==> src/dsrt_pkg.sv <==
`timescale 1ns / 1ps
// ----------------------------------------------------------------------------
// dsrt_pkg: shared types and constants of the date sorted record table
// Holds the word formats, the command and status codes and the state type.
// ----------------------------------------------------------------------------
package dsrt_pkg;

    localparam int Capacity   = 32;
    localparam int MaxResults = 32;
    localparam int IdxW       = $clog2(Capacity);
    localparam int CntW       = $clog2(Capacity + 1);
    localparam int ResW       = $clog2(MaxResults + 1);
    localparam int KeyW       = 23;

    localparam logic [7:0] CharA = 8'h41;
    localparam logic [7:0] Char0 = 8'h30;
    localparam logic [7:0] Char9 = 8'h39;

    typedef enum logic [2:0] {
        CMD_INSERT  = 3'd0,
        CMD_SEARCH  = 3'd1,
        CMD_EXTRACT = 3'd2,
        CMD_RANGE   = 3'd3,
        CMD_DUMP    = 3'd4
    } t_cmd;

    typedef enum logic [2:0] {
        ST_OK        = 3'd0,
        ST_NOT_FOUND = 3'd1,
        ST_INVALID   = 3'd2,
        ST_DUPLICATE = 3'd3,
        ST_FULL      = 3'd4
    } t_status;

    typedef struct packed {
        logic [2:0]  cmd;
        logic [39:0] code_text;
        logic [4:0]  day;
        logic [3:0]  month;
        logic [13:0] year;
        logic [4:0]  day_end;
        logic [3:0]  month_end;
        logic [13:0] year_end;
        logic [15:0] record_tag;
    } t_in_word;

    typedef struct packed {
        logic [2:0]  status;
        logic [13:0] code_number;
        logic [4:0]  out_day;
        logic [3:0]  out_month;
        logic [13:0] out_year;
        logic [15:0] out_tag;
        logic        last;
    } t_out_word;

    typedef struct packed {
        logic [13:0] code;
        logic [13:0] year;
        logic [3:0]  month;
        logic [4:0]  day;
        logic [15:0] tag;
    } t_entry;

    typedef enum logic [3:0] {
        S_IDLE,
        S_SCAN,
        S_DECIDE,
        S_SHIFT_UP,
        S_SHIFT_DOWN,
        S_WRITE,
        S_RANGE,
        S_DUMP,
        S_EMIT,
        S_WAIT
    } t_state;

    function automatic logic [KeyW-1:0] entry_key(input t_entry e);
        return {e.year, e.month, e.day};
    endfunction

endpackage

==> src/date_sorted_record_table.sv <==
`timescale 1ns / 1ps
// ----------------------------------------------------------------------------
// date_sorted_record_table: sorted record table, newest date first
// Insert, search, extract by code, extract by date range and dump, run by a
// sequencer that walks the record RAM one entry per cycle in scan and shifts.
// ----------------------------------------------------------------------------
//  channel | signals                     | payload
//  in      | i_in_valid / o_in_ready     | i_in_word  (t_in_word)
//  out     | o_out_valid / i_out_ready   | o_out_word (t_out_word)
// The code scan reads one entry a cycle, an insert or extract shift moves one
// entry a cycle with a read and a write in the same cycle, and range and dump
// start the read of an entry only once the previous entry has been handled.
// A stalled output holds the sequencer. Reset clears the state, the entry
// count and the output and pending flags; the RAM needs no clearing pass.
module date_sorted_record_table (
    input  logic                 i_clk,
    input  logic                 i_rst_n,
    input  logic                 i_in_valid,
    output logic                 o_in_ready,
    input  dsrt_pkg::t_in_word   i_in_word,
    output logic                 o_out_valid,
    input  logic                 i_out_ready,
    output dsrt_pkg::t_out_word  o_out_word
);
    import dsrt_pkg::*;

    t_state          r_state, n_state;
    t_in_word        r_cmd;
    logic [CntW-1:0] r_count, n_count;
    logic [CntW-1:0] r_i, n_i;     // read pointer
    logic [CntW-1:0] r_w, n_w;     // write pointer
    logic [CntW-1:0] r_pos, n_pos; // insert position or found index
    logic            r_found, n_found;
    logic            r_rd, n_rd;   // a read is in flight
    logic [ResW-1:0] r_n, n_n;
    logic            r_ovalid, n_ovalid;
    t_out_word       r_oword, n_oword;
    logic            r_pend, n_pend; // a hit waits in r_hold
    t_entry          r_hold, n_hold;

    logic            w_valid;
    logic [13:0]     w_num;
    logic            w_we;
    logic [IdxW-1:0] w_waddr, w_raddr;
    t_entry          w_wdata, w_rdata, w_new;
    logic [KeyW-1:0] w_key, w_lo, w_hi, w_k2, w_rkey;

    dsrt_code_parse u_parse (
        .i_text  (r_cmd.code_text),
        .o_valid (w_valid),
        .o_number(w_num)
    );

    dsrt_entry_ram u_ram (
        .i_clk  (i_clk),
        .i_we   (w_we),
        .i_waddr(w_waddr),
        .i_wdata(w_wdata),
        .i_raddr(w_raddr),
        .o_rdata(w_rdata)
    );

    assign w_key  = {r_cmd.year, r_cmd.month, r_cmd.day};
    assign w_k2   = {r_cmd.year_end, r_cmd.month_end, r_cmd.day_end};
    assign w_hi   = (w_key < w_k2) ? w_k2 : w_key;
    assign w_lo   = (w_key < w_k2) ? w_key : w_k2;
    assign w_rkey = entry_key(w_rdata);
    assign w_new  = '{code: w_num, year: r_cmd.year, month: r_cmd.month,
                      day: r_cmd.day, tag: r_cmd.record_tag};

    assign o_in_ready  = (r_state == S_IDLE);
    assign o_out_valid = r_ovalid;
    assign o_out_word  = r_oword;

    always_ff @(posedge i_clk) begin
        if (!i_rst_n) begin
            r_state  <= S_IDLE;
            r_count  <= '0;
            r_ovalid <= 1'b0;
            r_pend   <= 1'b0;
        end else begin
            r_state  <= n_state;
            r_count  <= n_count;
            r_ovalid <= n_ovalid;
            r_pend   <= n_pend;
        end
    end

    always_ff @(posedge i_clk) begin
        if (i_in_valid && o_in_ready) r_cmd <= i_in_word;
        r_i     <= n_i;
        r_w     <= n_w;
        r_pos   <= n_pos;
        r_found <= n_found;
        r_rd    <= n_rd;
        r_n     <= n_n;
        r_oword <= n_oword;
        r_hold  <= n_hold;
    end

    function automatic t_out_word mk_out(input t_status s, input t_entry e,
                                         input logic l);
        t_out_word o;
        o.status      = s;
        o.code_number = (s == ST_OK) ? e.code  : '0;
        o.out_day     = (s == ST_OK) ? e.day   : '0;
        o.out_month   = (s == ST_OK) ? e.month : '0;
        o.out_year    = (s == ST_OK) ? e.year  : '0;
        o.out_tag     = (s == ST_OK) ? e.tag   : '0;
        o.last        = l;
        return o;
    endfunction

    always_comb begin
        n_state  = r_state;
        n_count  = r_count;
        n_i      = r_i;
        n_w      = r_w;
        n_pos    = r_pos;
        n_found  = r_found;
        n_rd     = 1'b0;
        n_n      = r_n;
        n_ovalid = r_ovalid;
        n_oword  = r_oword;
        n_pend   = r_pend;
        n_hold   = r_hold;
        w_we     = 1'b0;
        w_waddr  = r_w[IdxW-1:0];
        w_wdata  = w_rdata;
        w_raddr  = r_i[IdxW-1:0];
        if (r_ovalid && i_out_ready) n_ovalid = 1'b0;

        unique case (r_state)
            S_IDLE: begin
                if (i_in_valid) begin
                    n_i = '0; n_w = '0; n_n = '0; n_found = 1'b0;
                    n_pos = '0; n_pend = 1'b0;
                    priority if (i_in_word.cmd == CMD_RANGE) n_state = S_RANGE;
                    else if (i_in_word.cmd == CMD_DUMP) n_state = S_DUMP;
                    else if (i_in_word.cmd <= CMD_EXTRACT) n_state = S_SCAN;
                    else n_state = S_IDLE;
                end
            end
            // Code scan; for insert also find the first older entry.
            S_SCAN: begin
                if (!w_valid) begin
                    n_oword = mk_out(ST_INVALID, w_rdata, 1'b1);
                    n_ovalid = 1'b1; n_state = S_WAIT;
                end else if (r_rd && w_rdata.code == w_num) begin
                    n_found = 1'b1; n_pos = r_w; n_hold = w_rdata;
                    n_state = S_DECIDE;
                end else begin
                    if (r_rd) begin
                        if (w_rkey >= w_key && r_pos == r_w) n_pos = r_w + 1'b1;
                        n_w = r_w + 1'b1;
                    end
                    if (r_i < r_count) begin
                        n_rd = 1'b1; n_i = r_i + 1'b1;
                    end else n_state = S_DECIDE;
                end
            end
            S_DECIDE: begin
                priority if (r_cmd.cmd == CMD_INSERT) begin
                    priority if (r_found) begin
                        n_oword = mk_out(ST_DUPLICATE, w_rdata, 1'b1);
                        n_ovalid = 1'b1; n_state = S_WAIT;
                    end else if (r_count >= CntW'(Capacity)) begin
                        n_oword = mk_out(ST_FULL, w_rdata, 1'b1);
                        n_ovalid = 1'b1; n_state = S_WAIT;
                    end else begin
                        // Shift from the top down to the insert position.
                        n_i = r_count; n_state = S_SHIFT_UP;
                    end
                end else if (!r_found) begin
                    n_oword = mk_out(ST_NOT_FOUND, w_rdata, 1'b1);
                    n_ovalid = 1'b1; n_state = S_WAIT;
                end else begin
                    n_oword = mk_out(ST_OK, r_hold, 1'b1);
                    n_ovalid = 1'b1;
                    if (r_cmd.cmd == CMD_EXTRACT) begin
                        n_w = r_pos; n_i = r_pos + 1'b1;
                        n_state = S_SHIFT_DOWN;
                    end else n_state = S_WAIT;
                end
            end
            S_SHIFT_UP: begin
                if (r_rd) begin
                    w_we = 1'b1; w_waddr = r_i[IdxW-1:0];
                    n_i = r_i - 1'b1;
                end
                if (n_i > r_pos) begin
                    w_raddr = IdxW'(n_i - 1'b1);
                    n_rd = 1'b1;
                end else n_state = S_WRITE;
            end
            S_WRITE: begin
                w_we = 1'b1; w_waddr = r_pos[IdxW-1:0]; w_wdata = w_new;
                n_count = r_count + 1'b1;
                n_oword = mk_out(ST_OK, w_new, 1'b1);
                n_ovalid = 1'b1; n_state = S_WAIT;
            end
            S_SHIFT_DOWN: begin
                if (r_rd) begin
                    w_we = 1'b1; w_waddr = r_w[IdxW-1:0]; w_wdata = w_rdata;
                    n_w = r_w + 1'b1;
                end
                if (r_i < r_count) begin
                    n_rd = 1'b1; n_i = r_i + 1'b1;
                end else if (!r_rd) begin
                    n_count = r_count - 1'b1; n_state = S_WAIT;
                end
            end
            // Range: compact the table while reporting hits. A hit waits in
            // r_hold until the next hit or the end shows whether it is final.
            // A read is only started when the output will be free for the
            // held word by the time the entry arrives.
            S_RANGE: begin
                if (r_rd) begin
                    if (w_rkey >= w_lo && w_rkey <= w_hi &&
                            r_n < ResW'(MaxResults)) begin
                        if (r_pend) begin
                            n_oword = mk_out(ST_OK, r_hold, 1'b0);
                            n_ovalid = 1'b1;
                        end
                        n_hold = w_rdata; n_pend = 1'b1; n_n = r_n + 1'b1;
                    end else begin
                        w_we = 1'b1; w_waddr = r_w[IdxW-1:0];
                        n_w = r_w + 1'b1;
                    end
                end else if (r_i < r_count) begin
                    if (!r_pend || !r_ovalid || i_out_ready) begin
                        n_rd = 1'b1; n_i = r_i + 1'b1;
                    end
                end else begin
                    n_count = r_w; n_state = S_EMIT;
                end
            end
            S_DUMP: begin
                if (r_rd) begin
                    if (r_pend) begin
                        n_oword = mk_out(ST_OK, r_hold, 1'b0);
                        n_ovalid = 1'b1;
                    end
                    n_hold = w_rdata; n_pend = 1'b1; n_n = r_n + 1'b1;
                end else if (r_i < r_count && r_n < ResW'(MaxResults)) begin
                    if (!r_pend || !r_ovalid || i_out_ready) begin
                        n_rd = 1'b1; n_i = r_i + 1'b1;
                    end
                end else n_state = S_EMIT;
            end
            // Send the held hit as the final word, or not found if none.
            S_EMIT: begin
                if (!r_ovalid || i_out_ready) begin
                    if (r_pend) n_oword = mk_out(ST_OK, r_hold, 1'b1);
                    else n_oword = mk_out(ST_NOT_FOUND, r_hold, 1'b1);
                    n_ovalid = 1'b1; n_pend = 1'b0; n_state = S_WAIT;
                end
            end
            S_WAIT: begin
                if (!r_ovalid || i_out_ready) n_state = S_IDLE;
            end
            default: n_state = S_IDLE;
        endcase
    end

endmodule

==> src/dsrt_code_parse.sv <==
`timescale 1ns / 1ps
// ----------------------------------------------------------------------------
// dsrt_code_parse: code text checker
// Checks for 'A' plus four digits and forms the four-digit code number.
// ----------------------------------------------------------------------------
module dsrt_code_parse (
    input  logic [39:0] i_text,
    output logic        o_valid,
    output logic [13:0] o_number
);
    import dsrt_pkg::*;

    logic [3:0] w_dig [4];
    logic       w_ok;

    always_comb begin
        w_ok = (i_text[39:32] == CharA);
        for (int i = 0; i < 4; i++) begin
            logic [7:0] b;
            b = i_text[8*(3-i) +: 8];
            if (b < Char0 || b > Char9) w_ok = 1'b0;
            w_dig[i] = 4'(b - Char0);
        end
        o_valid  = w_ok;
        // Weighted digit sum with constant multipliers.
        o_number = 14'(w_dig[0]) * 14'd1000 + 14'(w_dig[1]) * 14'd100
                 + 14'(w_dig[2]) * 14'd10 + 14'(w_dig[3]);
    end

endmodule

==> src/dsrt_entry_ram.sv <==
`timescale 1ns / 1ps
// ----------------------------------------------------------------------------
// dsrt_entry_ram: record store
// One write port and one registered read port.
// ----------------------------------------------------------------------------
module dsrt_entry_ram (
    input  logic                   i_clk,
    input  logic                   i_we,
    input  logic [dsrt_pkg::IdxW-1:0] i_waddr,
    input  dsrt_pkg::t_entry       i_wdata,
    input  logic [dsrt_pkg::IdxW-1:0] i_raddr,
    output dsrt_pkg::t_entry       o_rdata
);
    import dsrt_pkg::*;

    t_entry r_mem [Capacity];
    t_entry r_rdata;

    always_ff @(posedge i_clk) begin
        if (i_we) r_mem[i_waddr] <= i_wdata;
        r_rdata <= r_mem[i_raddr];
    end

    assign o_rdata = r_rdata;

endmodule

==> config.mk <==
export PLATFORM = sky130hd
export DESIGN_NAME = date_sorted_record_table
export DESIGN_NICKNAME = d
export VERILOG_FILES = /design/src/dsrt_pkg.sv /design/src/date_sorted_record_table.sv /design/src/dsrt_code_parse.sv /design/src/dsrt_entry_ram.sv
export SDC_FILE = /design/constraint.sdc
export NUM_CORES = 2
export LEC_CHECK = 0
export BUFFER_PORTS_ARGS = -buffer_cell sky130_fd_sc_hd__buf_2
export CORE_MARGIN = 4
export CORE_UTILIZATION = 50
export DETAILED_ROUTE_END_ITERATION = 16
export HOLD_SLACK_MARGIN = 0.1
export PLACE_DENSITY = 0.66
export SYNTH_ARGS = -nofsm -noshare
export SYNTH_HDL_FRONTEND = slang
export SYNTH_SLANG_ARGS = --single-unit
==> constraint.sdc <==
create_clock -name i_clk -period 13.82 [get_ports i_clk]
set_clock_uncertainty 0.15 [all_clocks]
set_input_delay 0 -clock i_clk [delete_from_list [all_inputs] [get_ports i_clk]]
set_output_delay 0 -clock i_clk [all_outputs]
set_load 0.05 [all_outputs]
==> metrics.txt <==
switching power=0.009589 W; Clock Path Buffers=3; final hold viol count=0; dpl hpwl=132.0 mm; number of clock sinks=2002; share of cells above drive strength 1=10.54%; Max Cap Viol=0; root buf cell=clkbuf_16; vias in the first global route=52070; Yosys top cell by area=edfxtp_1; Total Nets Final=6893; P&R area growth vs syn=14.40%; top-count cell post-synth=edfxtp_1; CP delay by family, top=compound AO/OA/AOI/OAI gates; Die ar.=0.1738 mm2; initial antenna violation count=8; DR WL/cell=26.50 um; switch share=40.63%; total power draw=0.02360 W; Final Util=57.78%; global-route usage over all layers=26.64%; H-tree depth=4; grt total ovfl=0; Gate power share=42.1%; EDFF count, synth=1936; CTS tree=built; met3 usage=4.998%; most frequent CP cell=a21o_1; Synth top area share=69.53%; flops & latches, synth=2002; initial DRC count=8191; post-placement cell count=8370; cell-by-cell trace of the critical path=inv_1 > ha_1 > a21o_1 > a21o_1 > a21o_1 > a21o_1 > a21oi_1 > o21a_2 > buf_4 > mux2i_1 > a311oi_1 > ha_1 > nand4_1 > nor4_1 > a221o_1 > a21o_1 > a21oi_1 > a32o_1 > a41oi_4 > buf_4 > nor2_4 > buf_4; PostCTS Resize Cnt=0; Synth area leaders=edfxtp_1 70%, nand2_1 7.3%, nand3_1 3.3%; Mapped Area=0.08361 mm2; ys flop type=edfxtp_1; GRT met2 Usage=41.43%; Worst EP required=14.12 ns; fin cells=8943; CP Capture Type=flop; via/cell ratio=6.147; Top Usage Layer GRT=met2; Worst Path Arrival=7.74 ns; largest net degree at the start of global routing=159; GP Congestion=0.8856; RSZ-0062 raised after global routing=no; post-route clock period utilization=53.84%; Buffers on Ports=167; Synth cell types=84; max incr delay on CP=0.85 ns; final setup violation count=0; Die Y-Extent=416.9 um; Starting Density=50.51%; syn nets=6568; list of most frequent post-synthesis cells=1936 x edfxtp_1, 1634 x nand2_1, 552 x nand3_1; Cells after Synth=6270; # DRC=0; syn_area_per_cell=13.34 um2; outcome=finished, final reports clean; Pwr per Cell Area=246.7 mW/mm2; met1 GRT Util=38.83%; max-slew violations=0; post-route setup slack=6.379 ns; Die W=416.9 um; clock network power share=22.2%; achievable frequency=134.4 MHz; Setup crit start kind=flop; # rows=149; worst min path class=input pin to flop; first-pass detailed-route iteration total=6; WS Path Type=flop to flop; pre-CTS setup slack=6.510 ns; Flop pwr share=35.6%; static leakage=33.12 nW; Clock Latency Late Sink=0.84 ns; Reg clk slew, reported paths=0.06 ns; Ys Warns=0; Int Power=0.01401 W; CORE AREA=0.1655 mm2; CP max-delay cell=nor2_4; sequential area share after synthesis=71.11%; maximum VDD drop=0.3253 mV; Buf/Inv on CP=4; Final min period=7.441 ns; first-pass GRT wire length=347.0 mm; # fillers=12710; Routed Antenna Nets=0; peak fanout along the critical path=46; FFs w/ async S/R, synth=0%; Slew HR=16.76%; Slew @ Worst Pin=1.249 ns; via count=54970; Ports=168; final wirelength=237.0 mm; Num CTS Buffers=195; Setup TNS=0 ns
## placed cells by master, fill, tap and decap left out, types with 23 or more instances in the layout
cell / instances
a32oi_1: 160
clkinv_2: 24
nand4_1: 77
mux2i_1: 212
a21o_1: 50
clkbuf_16: 202
o21ai_0: 105
nand3_1: 552
inv_1: 118
a2111oi_0: 51
clkbuf_1: 49
nor2_4: 34
edfxtp_1: 1936
clkinv_1: 36
nor2b_1: 23
dfxtp_1: 66
xnor2_1: 36
a21oi_1: 55
a2111oi_2: 53
dlygate4sd3_1: 217
xor2_1: 28
buf_2: 167
nor3_1: 23
nor2_1: 61
a311oi_1: 45
buf_4: 126
nand2_1: 1632
a31oi_1: 167
ha_1: 171
## stage by stage
stage	hold slack, ns	area, um2
2_1_floorplan	-0.05113	83610
3_3_place_gp	0.02772	87200
3_5_place_dp	0.02810	87200
4_1_cts	0.1201	95650
5_1_grt	0.2185	95650
6_report	0.2087	95650
## cell families after synthesis
logic type      after synthesis  share of synthesized area [%]
fa+ha+maj                   189                          2.990
xor+xnor                     68                         0.7707
mux                         217                          2.604
flops                      2002                          71.11
compound gates              818                          7.500
simple gates               2470                          12.52
buf+inv                     506                          2.504
## what timing repair did
item,4_1_cts,5_1_grt
endpoints found under the hold margin,193,0
hold buffers,217,0
buffers inserted,0,0
setup endpoints to repair,0,0
## flip-flops by register name, summed over array words and instances (netlist names)
name / count
r_found: 1
o_out_word: 57
u_ram.r_mem: 1696
o_out_valid: 1
r_w: 6
r_state: 4
u_ram.o_rdata: 53
r_count: 6
r_cmd: 105
r_pos: 6
r_rd: 1
r_pend: 1
r_hold: 53
r_n: 6
r_i: 6
## path summary, 6_finish.rpt
kind / startpoint / endpoint / slack (ns) / cells past startpoint
setup / recovery: r_cmd[23] / u_ram.r_mem[23][27] / 6.38 / 22
hold / removal: i_in_word[104] / r_state[1] / 0.21 / 5
setup reg to reg: r_cmd[23] / u_ram.r_mem[23][27] / 6.38 / 22
hold reg to reg: u_ram.o_rdata[5] / r_hold[5] / 0.27 / 0
## per-layer routing
metal | share of wire [%] | routed length (um)
met5 | 0.0046 | 11
met1 | 41 | 97170
met3 | 10 | 24720
met4 | 2.7 | 6301
met2 | 46 | 108800
## cell type report
| class | instances | area [um2] | area share, % |
|---|---|---|---|
| diodes | 1 | 2.502 | 0.002616 |
| clock inverters | 89 | 830.8 | 0.8686 |
| flip-flops and latches | 2002 | 59460 | 62.16 |
| repair buffers | 514 | 4034 | 4.217 |
| multi-input cells | 3762 | 22690 | 23.72 |
| clock buffers | 266 | 5445 | 5.693 |
| well taps | 2189 | 2739 | 2.863 |
| inverters | 120 | 452.9 | 0.4735 |
## power groups by stage
| stage | logic [W] | clock network (W) | registers [W] |
|---|---|---|---|
| 6_report | 0.00994 | 0.00525 | 0.00841 |
| 5_1_grt | 0.0107 | 0.00555 | 0.00845 |
| 4_1_cts | 0.00986 | 0.00530 | 0.00840 |
| 3_5_place_dp | 0.00975 | 0 | 0.00853 |
| 3_3_place_gp | 0.00968 | 0 | 0.00851 |
| 2_1_floorplan | 0.00622 | 0 | 0.00871 |
## tightest hold or removal path: stages
cell and delay [ns]:
dlygate4sd3_1 0.51, buf_2 0.13, a21oi_1 0.10, o211ai_1 0.19, o221a_2 0.20
(Power assumes the default switching activity.)
